==> src/sv/utf8_xml_char_filter_assert.svh <==
// ----------------------------------------------------------------------------
// utf8_xml_char_filter assertion macros
// shared property forms for the filter checks
// ----------------------------------------------------------------------------
`ifndef UTF8_XML_CHAR_FILTER_ASSERT_SVH
`define UTF8_XML_CHAR_FILTER_ASSERT_SVH

// same-cycle implication
`define UXF_ASSERT_NOW(lbl, ante, cons, msg) \
	lbl: assert property (@(posedge clk) disable iff (!arst_n) (ante) |-> (cons)) \
		else $error(msg);

// next-cycle implication
`define UXF_ASSERT_NEXT(lbl, ante, cons, msg) \
	lbl: assert property (@(posedge clk) disable iff (!arst_n) (ante) |=> (cons)) \
		else $error(msg);

`endif

==> src/sv/uxf_pkg.sv <==
// ----------------------------------------------------------------------------
// uxf_pkg
// types, constants and decode helpers shared by the utf-8 xml filter
// ----------------------------------------------------------------------------
`timescale 1ns / 1ps

package uxf_pkg;

	localparam logic [7:0] MASK_LEAD2 = 8'he0;
	localparam logic [7:0] CODE_LEAD2 = 8'hc0;
	localparam logic [7:0] MASK_LEAD3 = 8'hf0;
	localparam logic [7:0] CODE_LEAD3 = 8'he0;
	localparam logic [7:0] MASK_LEAD4 = 8'hf8;
	localparam logic [7:0] CODE_LEAD4 = 8'hf0;

	localparam logic [20:0] CP_TAB      = 21'h00009;
	localparam logic [20:0] CP_LF       = 21'h0000a;
	localparam logic [20:0] CP_CR       = 21'h0000d;
	localparam logic [20:0] CP_SPACE    = 21'h00020;
	localparam logic [20:0] CP_BMP1_HI  = 21'h0d7ff;
	localparam logic [20:0] CP_BMP2_LO  = 21'h0e000;
	localparam logic [20:0] CP_BMP2_HI  = 21'h0fffd;
	localparam logic [20:0] CP_SUPP_LO  = 21'h10000;
	localparam logic [20:0] CP_SUPP_HI  = 21'h10ffff;

	// one decoded sequence, or a bare end marker when count is zero
	typedef struct packed {
		logic [3:0][7:0] bytes;
		logic [2:0]      count;
		logic            fin;
	} job_t;

	function automatic logic [2:0] seq_len(input logic [7:0] lead);
		logic [2:0] len;
		len = 3'd0;
		if (lead[7] == 1'b0)
			len = 3'd1;
		else if ((lead & MASK_LEAD2) == CODE_LEAD2)
			len = 3'd2;
		else if ((lead & MASK_LEAD3) == CODE_LEAD3)
			len = 3'd3;
		else if ((lead & MASK_LEAD4) == CODE_LEAD4)
			len = 3'd4;
		return len;
	endfunction

	function automatic logic xml_ok(input logic [20:0] cp);
		return (cp == CP_TAB) || (cp == CP_LF) || (cp == CP_CR) ||
			((cp >= CP_SPACE) && (cp <= CP_BMP1_HI)) ||
			((cp >= CP_BMP2_LO) && (cp <= CP_BMP2_HI)) ||
			((cp >= CP_SUPP_LO) && (cp <= CP_SUPP_HI));
	endfunction

endpackage

==> src/sv/uxf_front.sv <==
// ----------------------------------------------------------------------------
// uxf_front
// accepts raw bytes, tracks the pending sequence and emits decoded jobs
// ----------------------------------------------------------------------------
`timescale 1ns / 1ps

module uxf_front (
	input  logic         clk,
	input  logic         arst_n,
	input  logic         take,
	input  logic [7:0]   in_byte,
	input  logic         last,
	output logic         job_valid,
	output uxf_pkg::job_t job
);
	import uxf_pkg::*;

	logic [1:0] cnt_q;
	logic [7:0] p0_q, p1_q, p2_q;
	logic [1:0] cnt_d;
	logic       w0, w1, w2;
	logic [2:0] lead_len, byte_len;
	logic       cont, complete;
	logic [20:0] cp;

	assign lead_len = seq_len(p0_q);
	assign byte_len = seq_len(in_byte);
	assign cont     = (in_byte[7:6] == 2'b10);
	assign complete = (({1'b0, cnt_q} + 3'd1) >= lead_len);

	always_comb begin
		unique case (lead_len)
			3'd2:    cp = {10'd0, p0_q[4:0], in_byte[5:0]};
			3'd3:    cp = {5'd0, p0_q[3:0], p1_q[5:0], in_byte[5:0]};
			default: cp = {p0_q[2:0], p1_q[5:0], p2_q[5:0], in_byte[5:0]};
		endcase
	end

	always_comb begin
		job       = '0;
		job.fin   = last;
		cnt_d     = cnt_q;
		w0        = 1'b0;
		w1        = 1'b0;
		w2        = 1'b0;
		if (cnt_q != 2'd0 && cont) begin
			if (complete) begin
				job.bytes[0] = p0_q;
				job.bytes[1] = (lead_len == 3'd2) ? in_byte : p1_q;
				job.bytes[2] = (lead_len == 3'd3) ? in_byte : p2_q;
				job.bytes[3] = in_byte;
				job.count    = xml_ok(cp) ? lead_len : 3'd0;
				cnt_d        = 2'd0;
			end else begin
				w1    = (cnt_q == 2'd1);
				w2    = (cnt_q == 2'd2);
				cnt_d = cnt_q + 2'd1;
			end
		end else begin
			cnt_d = 2'd0;
			if (byte_len == 3'd1) begin
				job.bytes[0] = in_byte;
				job.count    = xml_ok({13'd0, in_byte}) ? 3'd1 : 3'd0;
			end else if (byte_len != 3'd0) begin
				w0    = 1'b1;
				cnt_d = 2'd1;
			end
		end
		if (last)
			cnt_d = 2'd0;
		job_valid = take && (last || job.count != 3'd0);
	end

	always_ff @(posedge clk or negedge arst_n) begin
		if (!arst_n) begin
			cnt_q <= 2'd0;
		end else if (take) begin
			cnt_q <= cnt_d;
		end
	end

	always_ff @(posedge clk) begin
		if (take && w0)
			p0_q <= in_byte;
		if (take && w1)
			p1_q <= in_byte;
		if (take && w2)
			p2_q <= in_byte;
	end

endmodule

==> src/sv/uxf_queue.sv <==
// ----------------------------------------------------------------------------
// uxf_queue
// small job queue between the decoder and the serializer
// ----------------------------------------------------------------------------
`timescale 1ns / 1ps

module uxf_queue #(
	parameter int DEPTH = 4
) (
	input  logic          clk,
	input  logic          arst_n,
	input  logic          wr,
	input  uxf_pkg::job_t wr_data,
	input  logic          rd,
	output uxf_pkg::job_t rd_data,
	output logic          full,
	output logic          empty
);
	import uxf_pkg::*;

	localparam int AW = (DEPTH > 1) ? $clog2(DEPTH) : 1;
	localparam int CW = $clog2(DEPTH + 1);

	job_t          mem_q [DEPTH];
	logic [AW-1:0] wp_q, rp_q;
	logic [CW-1:0] cnt_q;
	logic          do_wr, do_rd;

	assign full    = (cnt_q == CW'(DEPTH));
	assign empty   = (cnt_q == '0);
	assign do_wr   = wr && !full;
	assign do_rd   = rd && !empty;
	assign rd_data = mem_q[rp_q];

	always_ff @(posedge clk or negedge arst_n) begin
		if (!arst_n) begin
			wp_q  <= '0;
			rp_q  <= '0;
			cnt_q <= '0;
		end else begin
			if (do_wr)
				wp_q <= (wp_q == AW'(DEPTH - 1)) ? '0 : wp_q + AW'(1);
			if (do_rd)
				rp_q <= (rp_q == AW'(DEPTH - 1)) ? '0 : rp_q + AW'(1);
			if (do_wr && !do_rd)
				cnt_q <= cnt_q + CW'(1);
			else if (do_rd && !do_wr)
				cnt_q <= cnt_q - CW'(1);
		end
	end

	always_ff @(posedge clk) begin
		if (do_wr)
			mem_q[wp_q] <= wr_data;
	end

endmodule

==> src/sv/uxf_back.sv <==
// ----------------------------------------------------------------------------
// uxf_back
// serializes queued jobs into one result item per cycle while the output register is not held
// ----------------------------------------------------------------------------
`timescale 1ns / 1ps

module uxf_back (
	input  logic          clk,
	input  logic          arst_n,
	input  logic          q_empty,
	input  uxf_pkg::job_t q_data,
	output logic          q_rd,
	output logic          busy,
	input  logic          pop,
	output logic          empty,
	output logic [7:0]    out_byte,
	output logic          has_byte,
	output logic          run_last,
	output logic          stream_end
);
	import uxf_pkg::*;

	job_t       work_q;
	logic       work_vld_q;
	logic [1:0] idx_q;
	logic       out_vld_q;
	logic [7:0] byte_q;
	logic       has_q, rlast_q, send_q;
	logic       advance, w_has, w_last;

	assign w_has   = (work_q.count != 3'd0);
	assign w_last  = !w_has || (({1'b0, idx_q} + 3'd1) == work_q.count);
	assign advance = work_vld_q && (!out_vld_q || pop);
	assign q_rd    = !q_empty && (!work_vld_q || (advance && w_last));
	assign busy    = work_vld_q;

	always_ff @(posedge clk or negedge arst_n) begin
		if (!arst_n) begin
			work_vld_q <= 1'b0;
			idx_q      <= 2'd0;
			out_vld_q  <= 1'b0;
		end else begin
			if (q_rd) begin
				work_vld_q <= 1'b1;
				idx_q      <= 2'd0;
			end else if (advance) begin
				if (w_last)
					work_vld_q <= 1'b0;
				else
					idx_q <= idx_q + 2'd1;
			end
			if (advance)
				out_vld_q <= 1'b1;
			else if (pop)
				out_vld_q <= 1'b0;
		end
	end

	always_ff @(posedge clk) begin
		if (q_rd)
			work_q <= q_data;
		if (advance) begin
			byte_q  <= w_has ? work_q.bytes[idx_q] : 8'd0;
			has_q   <= w_has;
			rlast_q <= w_last;
			send_q  <= w_last && work_q.fin;
		end
	end

	assign empty      = !out_vld_q;
	assign out_byte   = byte_q;
	assign has_byte   = has_q;
	assign run_last   = rlast_q;
	assign stream_end = send_q;

endmodule

==> src/sv/utf8_xml_char_filter.sv <==
// ----------------------------------------------------------------------------
// utf8_xml_char_filter
// utf-8 byte filter that keeps only characters allowed in xml 1.0
// ----------------------------------------------------------------------------
// channel  ports                                  handshake
// input    in_byte, last                          push / full
// result   out_byte, has_byte, run_last,          pop / empty
//          stream_end
//
// one input item per cycle while full is low; a kept sequence of n bytes
// leaves as n items, one per cycle while the output register is not held,
// from the serializer through the job queue, work and output registers
// full rises when QUEUE_DEPTH jobs wait; empty follows the output register
// reset clears the pending count, queue pointers and output valid
// ----------------------------------------------------------------------------
`timescale 1ns / 1ps

module utf8_xml_char_filter #(
	parameter int QUEUE_DEPTH = 4
) (
	input  logic       clk,
	input  logic       arst_n,
	input  logic       push,
	output logic       full,
	input  logic [7:0] in_byte,
	input  logic       last,
	input  logic       pop,
	output logic       empty,
	output logic [7:0] out_byte,
	output logic       has_byte,
	output logic       run_last,
	output logic       stream_end
);
	import uxf_pkg::*;

	logic take;
	logic job_vld;
	job_t job, q_data;
	logic q_full, q_empty, q_rd, back_busy;

	assign full = q_full;
	assign take = push && !q_full;

	uxf_front u_front (
		.clk       (clk),
		.arst_n    (arst_n),
		.take      (take),
		.in_byte   (in_byte),
		.last      (last),
		.job_valid (job_vld),
		.job       (job)
	);

	uxf_queue #(
		.DEPTH (QUEUE_DEPTH)
	) u_queue (
		.clk     (clk),
		.arst_n  (arst_n),
		.wr      (job_vld),
		.wr_data (job),
		.rd      (q_rd),
		.rd_data (q_data),
		.full    (q_full),
		.empty   (q_empty)
	);

	uxf_back u_back (
		.clk        (clk),
		.arst_n     (arst_n),
		.q_empty    (q_empty),
		.q_data     (q_data),
		.q_rd       (q_rd),
		.busy       (back_busy),
		.pop        (pop),
		.empty      (empty),
		.out_byte   (out_byte),
		.has_byte   (has_byte),
		.run_last   (run_last),
		.stream_end (stream_end)
	);

`include "utf8_xml_char_filter_assert.svh"

	`UXF_ASSERT_NOW(a_end_is_run_last, !empty && stream_end, run_last, "stream_end without run_last")
	`UXF_ASSERT_NOW(a_bare_marker, !empty && !has_byte, stream_end && run_last && out_byte == 8'd0, "bad bare end marker")
	`UXF_ASSERT_NEXT(a_last_leaves_work, take && last, !empty || back_busy || !q_empty, "end of string lost")

endmodule
==> config.mk <==
export PLATFORM = sky130hd
export DESIGN_NAME = utf8_xml_char_filter
export DESIGN_NICKNAME = d
export VERILOG_FILES = /design/src/sv/uxf_pkg.sv /design/src/sv/uxf_front.sv /design/src/sv/uxf_queue.sv /design/src/sv/uxf_back.sv /design/src/sv/utf8_xml_char_filter.sv
export VERILOG_INCLUDE_DIRS = /design/src /design/src/sv
export SDC_FILE = /design/constraint.sdc
export NUM_CORES = 1
export LEC_CHECK = 0
export BUFFER_PORTS_ARGS = -buffer_cell sky130_fd_sc_hd__buf_2
export CORE_MARGIN = 1
export CORE_UTILIZATION = 61
export DETAILED_ROUTE_END_ITERATION = 6
export PLACE_DENSITY = 0.85
export SYNTH_ARGS = -nofsm -noshare
export SYNTH_HDL_FRONTEND = slang
export SYNTH_SLANG_ARGS = --single-unit
==> constraint.sdc <==
create_clock -name clk -period 11 [get_ports clk]
set_clock_uncertainty 0.2 [all_clocks]
set_input_delay 3.3 -clock clk [delete_from_list [all_inputs] [get_ports clk]]
set_output_delay 3.3 -clock clk [all_outputs]
set_load 0.02 [all_outputs]
======== Word-level counts from Yosys, hierarchy flattened ========
Memories as Yosys holds them, arrays and structs flattened. A register that Yosys moved wholly into a read port is not among the register bits.
Cells that the tools add are included.
storage, ports and cells
  memories kept ........................... 1
  word-level logic and storage cells ...... 147
  RAM bits ................................ 144
  bits in latches ......................... 0
  bits in registers ....................... 48
  memory bits (read-only) ................. 0
  output and inout bits ................... 13
  bits of input ports ..................... 13
cells by class
  reductions and logical operators ........ 47
  multipliers ............................. 0
  equal/unequal tests ..................... 23
  div/mod/pow operators ................... 0
  order comparisons ....................... 9
  $add $sub $neg .......................... 8
  bitwise gates (word level) .............. 0
  shift-type cells ........................ 0
  multiplexer cells ....................... 45
memories
  name           words  width  read ports  clocked after Yosys merged registers in  write ports  RTL line         RTL
  u_queue.mem_q  4      36     1           1                                        1            uxf_queue.sv:24  job_t mem_q [DEPTH];
operators by type and width
  kind                                                   count
  equality test 21 x 4 -> 1 bit, second input constant   3
  <= comparator 21 x 16 -> 1 bit, second input constant  2
  case mux 21 bit (2 select lines)                       1
  two-way mux 35 bit                                     1
  two-way mux 3 bit                                      11
  equality test 8 x 4 -> 1 bit, second input constant    3
  two-way mux 24 bit                                     1
  two-way mux 8 bit                                      3
  two-way mux 11 bit                                     2
  >= comparator 21 x 16 -> 1 bit, second input constant  1
  >= comparator 21 x 17 -> 1 bit, second input constant  1
  >= comparator 21 x 6 -> 1 bit, second input constant   1
  <= comparator 21 bit, second input constant            1
  two-way mux 2 bit                                      9
  logical AND 1 bit                                      17
  binary-select mux 8 bit (select 2 bit)                 1
  two-way mux 1 bit                                      16
  logical OR 1 bit                                       12
  equality test 5 bit, second input constant             2
  nonzero test 2 bit                                     5
  equality test 3 bit, second input constant             3
  nonzero test 3 bit                                     3
  adder 2 x 1 -> 2 bit, second input constant            4
  equality test 2 bit, second input constant             4
  15 further kinds                                       25

======== Longest topological paths before layout ========
  depth after elaboration ................. 24
  mapped depth ............................ 20
  mapped depth without buffers ............ 18

======== By module ========
A second synthesis with hierarchy kept.
unflattened totals
  cell total of the unflattened synthesis .. 564
  area total of the unflattened synthesis .. 9629.2 sq um
modules (own cells, without submodules)
  module                cells each  sequential area each (sq um)  instances  area an instance (sq um)
  uxf_queue             225         4499.3                        1          5636.7
  uxf_back              110         1511.4                        1          2005.7
  uxf_front             228         770.7                         1          1973.1
  utf8_xml_char_filter  1           0.0                           1          13.8

======== Worst setup path after synthesis ========
No wires, ideal clock.
  path kind ............................... input to register
  from .................................... input port in_byte[1]
  to ...................................... memory u_queue.mem_q[3][0] in the netlist's numbering (enable)
  arrival time ............................ 5.435 ns
  cell stages on the path ................. 8
  slack ................................... 4.969 ns
  required time ........................... 10.403 ns
  setup time .............................. 0.397 ns
  path buffers ............................ 0
  cells stage by stage .................... inv_1 nor3_1 a21oi_1 or4_1 nor3_1 o21a_1 o41a_4 and2_1
between the ends
  cells in the longest elaborated chain, start to end .. 16
  elaborated cells on any way between the ends .. 36
  those cells by class .................... order compare (7); eq/ne (6); mux (8); reduce/logical (15)
ends and longest elaborated chain
  element                                                                RTL line                    RTL
  from (decl)                                                            utf8_xml_char_filter.sv:25  input logic [7:0] in_byte,
  branches (longest 9 deep; another with >= comparator 21 x 6 -> 1 bit)  n/a
  two-way mux 11 bit (*)                                                 uxf_front.sv:46             if (cnt_q != 2'd0 && cont) begin
  nonzero test 3 bit (*)                                                 uxf_front.sv:71             job_valid = take && (last || job.count != 3'd0);
  logical OR 1 bit (*)                                                   uxf_front.sv:71
  logical AND 1 bit (*)                                                  uxf_front.sv:71
  logical AND 1 bit (*)                                                  uxf_queue.sv:31             assign do_wr = wr && !full;
  via u_queue.do_wr                                                      uxf_queue.sv:27             logic do_wr, do_rd;
  two-way mux 1 bit (*)                                                  uxf_queue.sv:53             if (do_wr)
  two-way mux 1 bit (implied by the code) (*)                            uxf_queue.sv:54             mem_q[wp_q] <= wr_data;
  to (decl)                                                              uxf_queue.sv:24
Mark *: on every way through the listed nets, which the timed path passes.

======== Worst setup path in the final report ========
  from .................................... input port in_byte[4]
  to ...................................... register u_queue.cnt_q[1]
between the ends
  cells in the longest elaborated chain, start to end .. 17
  elaborated cells on any way between the ends .. 46
  those cells by class .................... order compare (7); eq/ne (9); mux (11); reduce/logical (19)
ends and longest elaborated chain
  element                                                                RTL line         RTL
  branches (longest 9 deep; another with >= comparator 21 x 6 -> 1 bit)  n/a
  two-way mux 11 bit (*)                                                 uxf_front.sv:46
  nonzero test 3 bit (*)                                                 uxf_front.sv:71
  logical OR 1 bit (*)                                                   uxf_front.sv:71
  logical AND 1 bit (*)                                                  uxf_front.sv:71
  logical AND 1 bit (*)                                                  uxf_queue.sv:31
  via u_queue.do_wr                                                      uxf_queue.sv:27
  logical NOT 1 bit                                                      uxf_queue.sv:47  else if (do_rd && !do_wr)
  logical AND 1 bit                                                      uxf_queue.sv:47
  nonzero test 2 bit (no source line)                                    n/a
  to (signal assigned)                                                   uxf_queue.sv:46  cnt_q <= cnt_q + CW'(1);
  to (signal assigned)                                                   uxf_queue.sv:48  cnt_q <= cnt_q - CW'(1);
  to (decl)                                                              uxf_queue.sv:26  logic [CW-1:0] cnt_q;
Marked as above.
A chain may end at the register's enable or synchronous reset.

==> results.py <==
metrics = {
    "power_and_ir_drop": {
        "static-leakage-power_nw": 3.71,
        "peakVddDrop_mv": 0.154,
        "p_clk_share_pct": 29.2,
        "power_frac_comb_pct": 22.2,
        "finalPower_mw": 2.56,
        "power.net_switching_mw": 0.702,
        "pwr_density_cell_nw_per_um2": 243,
        "p_int_mw": 1.86,
        "swShare_pct": 27.4,
        "p_seq_share_pct": 48.6,
    },
    "critical_path": {
        "r2r_cells": 18,
        "critical_path.max_fanout": 8,
        "critPathSlowestCell": "or4_1",
        "arrival_ps": 6080,
        "critPathRequiredTime_ps": 11190,
        "setup.worst_path.start_class": "input port",
        "worst-setup-path-type": "input port to register",
        "critical_path.max_stage_delay_ps": 510,
        "kind_of_capture_point_of_the_worst_setup_path": "register",
        "critical_path.cell_chain": "buf_2, nand3_1, or4_1, nor3_1, a21oi_1, o21a_1, o41a_4, ha_1, inv_1, fa_1, mux2_2",
    },
    "synthesis": {
        "ys_seq_area_share_pct": 71.2,
        "syn-instance-count": 554,
        "synth_enable_flop_cells": 215,
        "synth-seq-cells": 228,
        "yosys_warnings": 0,
        "synth_top_area_cell": "edfxtp_1",
        "synth_most_common_cell": "edfxtp_1",
        "synthDistinctLibCells": 58,
        "syn-mean-instance-area_sq_um": 17.2,
        "synth.top_cell.area_share_pct": 67.8,
        "synth-main-ff-cell": "edfxtp_1",
        "netlist_top_cells_area": "edfxtp_1 68%, mux4_2 10%, dfrtp_1 3.4%",
        "yosys-top-cells-count": "215 x edfxtp_1, 44 x mux4_2, 35 x nand2_1, 35 x nor2_1, 21 x a21oi_1",
        "asyncSetResetFlopFracSynth_pct": 5.70,
        "synth.cell_area_sq_um": 9530,
    },
    "run": {
        "max_cap_violations": 0,
    },
    "min_path": {
        "min_path_cells": 1,
        "holdCritPathClass": "register to register",
    },
    "outcome": {
        "status": "finished clean",
    },
    "floorplanning": {
        "fp.dieW_microns": 127,
        "vert_die_dim_microns": 127,
        "cell_row_count": 45,
        "boundaryPins": 26,
        "floorplan.initialDensity_pct": 62.7,
        "die_area_sq_um": 16100,
        "core_region_area_sq_um": 15200,
    },
    "final_layout": {
        "num_antenna_cells": 0,
        "areaGrowthSynthToFinish_pct": 10.9,
        "finalNetCount": 617,
        "layout-drive-gt1-share_pct": 22.1,
    },
    "routing": {
        "vias": 5139,
        "firstDrtPassIters": 5,
        "detail-route-antenna-nets": 0,
        "drt-vias-per-instance": 6.46,
        "routed_wirelength_mm": 19.6,
        "avgRoutedWirePerCell_microns": 24.7,
        "drt_iter0_markers": 459,
        "drcViolationCount": 0,
    },
    "sta": {
        "timing_max_transition_violations_final": 0,
        "timing.final.crit_share_pct": 53.5,
        "setup_viol": 0,
        "tns_ps": 0,
        "worstMarginPinSlew_ps": 887,
        "min_clock_period_post_route_ps": 5890,
        "unrepaired_setup_endpoints_after_global_routing": "false",
        "fmax_mhz": 170,
        "finalHoldViolCount": 0,
        "normalized_max_slew_margin_pct": 40.8,
    },
    "clocking": {
        "clk_transition_reported_paths_ps": 60,
        "clock_tree.buffer_depth": 3,
        "clock_tree.htree_level_count": 1,
        "cts_made_buffers": 23,
        "insertion_delay_ps": 510,
        "cts_hold_repair_buffers": 0,
        "clkSinkCount": 228,
        "clock_tree_from_tritoncts": "built",
        "clock_tree.root_cell": "clkbuf_16",
        "cts_setup_buffers": 0,
        "post_cts_resize_count": 0,
    },
    "global_route": {
        "antenna_found_initial": 0,
        "grt_remaining_overflow": 0,
        "grt_max_degree": 41,
        "gr-usage-all-layers_pct": 26.0,
        "grt_pass1_vias": 5154,
        "first_pass_grt_wire_length_mm": 30.4,
    },
    "placed_design": {
        "io_buffer_count": 25,
        "dp.final_hpwl_mm": 11.9,
        "gp_congestion": 0.904,
    },
}
-- final cells by class --
cell class	count	area [sq um]
flip-flops and latches	228	6780
fillers	944	4640
multi-input cells	284	2560
clock buffers	26	587
well taps	188	235
repair buffers	33	185
clock inverters	16	139
inverters	20	75.1
-- final timing paths --
check	startpoint	endpoint	slack [ps]
worst max-delay path	in_byte[4]	u_queue.cnt_q[1]	5110
worst min-delay path	u_queue.cnt_q[2]	u_queue.cnt_q[2]	310
worst max register to register	u_front.p0_q[7]	u_queue.cnt_q[2]	6240
worst min register to register	u_queue.cnt_q[2]	u_queue.cnt_q[2]	310
max in group asynchronous	arst_n	u_queue.rp_q[0]	7830
min in group asynchronous	arst_n	u_queue.rp_q[1]	2490
-- power groups by stage --
stage	sequential, mW	clock [mW]	combinational, mW
2_1_floorplan	1.24	0	0.426
3_3_place_gp	1.25	0	0.546
3_5_place_dp	1.26	0	0.568
4_1_cts	1.25	0.758	0.581
5_1_grt	1.26	0.788	0.616
6_report	1.25	0.750	0.569
-- kinds of logic after synthesis --
group / count (synthesis) / share of synthesized area [%]
DFF: 228 / 71.2
adders and majority gates: 15 / 2.02
AOI/OAI and AO/OA: 64 / 4.68
other: 1 / 0.0394
xor gates and xnor gates: 5 / 0.460
and+or+nand+nor: 139 / 7.64
buffers and inverters: 45 / 2.05
muxes: 57 / 11.9
-- metrics by stage --
stage | setup slack, ps | util, % | cells | hold WS [ps] | cell area (sq um)
final | 5110 | 69.5 | 795 | 312 | 10600
after global routing | 4970 | 69.5 | 795 | 327 | 10600
after CTS | 5110 | 69.5 | 795 | 307 | 10600
after detailed placement | 4600 | 64.7 | 753 | 295 | 9840
after global placement | 4670 | 64.7 | 753 | 259 | 9840
after floorplan | 4970 | - | 557 | 248 | 9540
-- layout by cell type (no fill, tap or decap), types with 3 or more instances in the layout --
cell type,count
nand3_1,7
nand3b_1,5
buf_4,8
dfrtp_1,12
nor2b_1,9
conb_1,4
o31ai_1,3
and4b_2,3
buf_2,25
clkbuf_1,3
nor3_1,7
or4_1,3
clkinv_1,3
mux2_2,3
nand2_1,35
clkinv_2,7
o22ai_1,4
ha_1,13
mux2i_1,8
edfxtp_1,215
and2_1,12
mux4_2,44
inv_1,20
a21oi_1,21
a221oi_1,3
clkbuf_16,23
nand2b_1,10
nor2_1,35
a21boi_0,5
o21ai_0,11
xor2_1,4
-- worst max-delay path, delay by kind of cell --
kind | cells | cell delay [ps]
buf+inv | 2 | 240
simple gates | 3 | 850
compound gates | 3 | 780
fa+ha+maj | 2 | 630
mux | 1 | 260
-- per-layer routing --
metal | global-route usage, % | part of all wire [%] | vias up
met3 | 3.67 | 7.2 | 45
li1 | - | - | 2226
met5 | 0 | 0 | -
met1 | 35.4 | 39 | 2597
met2 | 44.1 | 51 | 271
met4 | 8.33 | 2.7 | 0
-- state kept, by name, indices dropped and copies added (netlist names), 2 cells and up --
| register | flops |
|---|---|
| u_queue.rp_q | 2 |
| u_back.out_byte | 8 |
| u_back.idx_q | 2 |
| u_queue.wp_q | 2 |
| u_front.cnt_q | 2 |
| u_queue.mem_q | 144 |
| u_back.work_q | 36 |
| u_front.p2_q | 8 |
| u_front.p1_q | 8 |
| u_queue.cnt_q | 3 |
| u_front.p0_q | 8 |
Note: power is estimated with default switching activity, not from simulation.
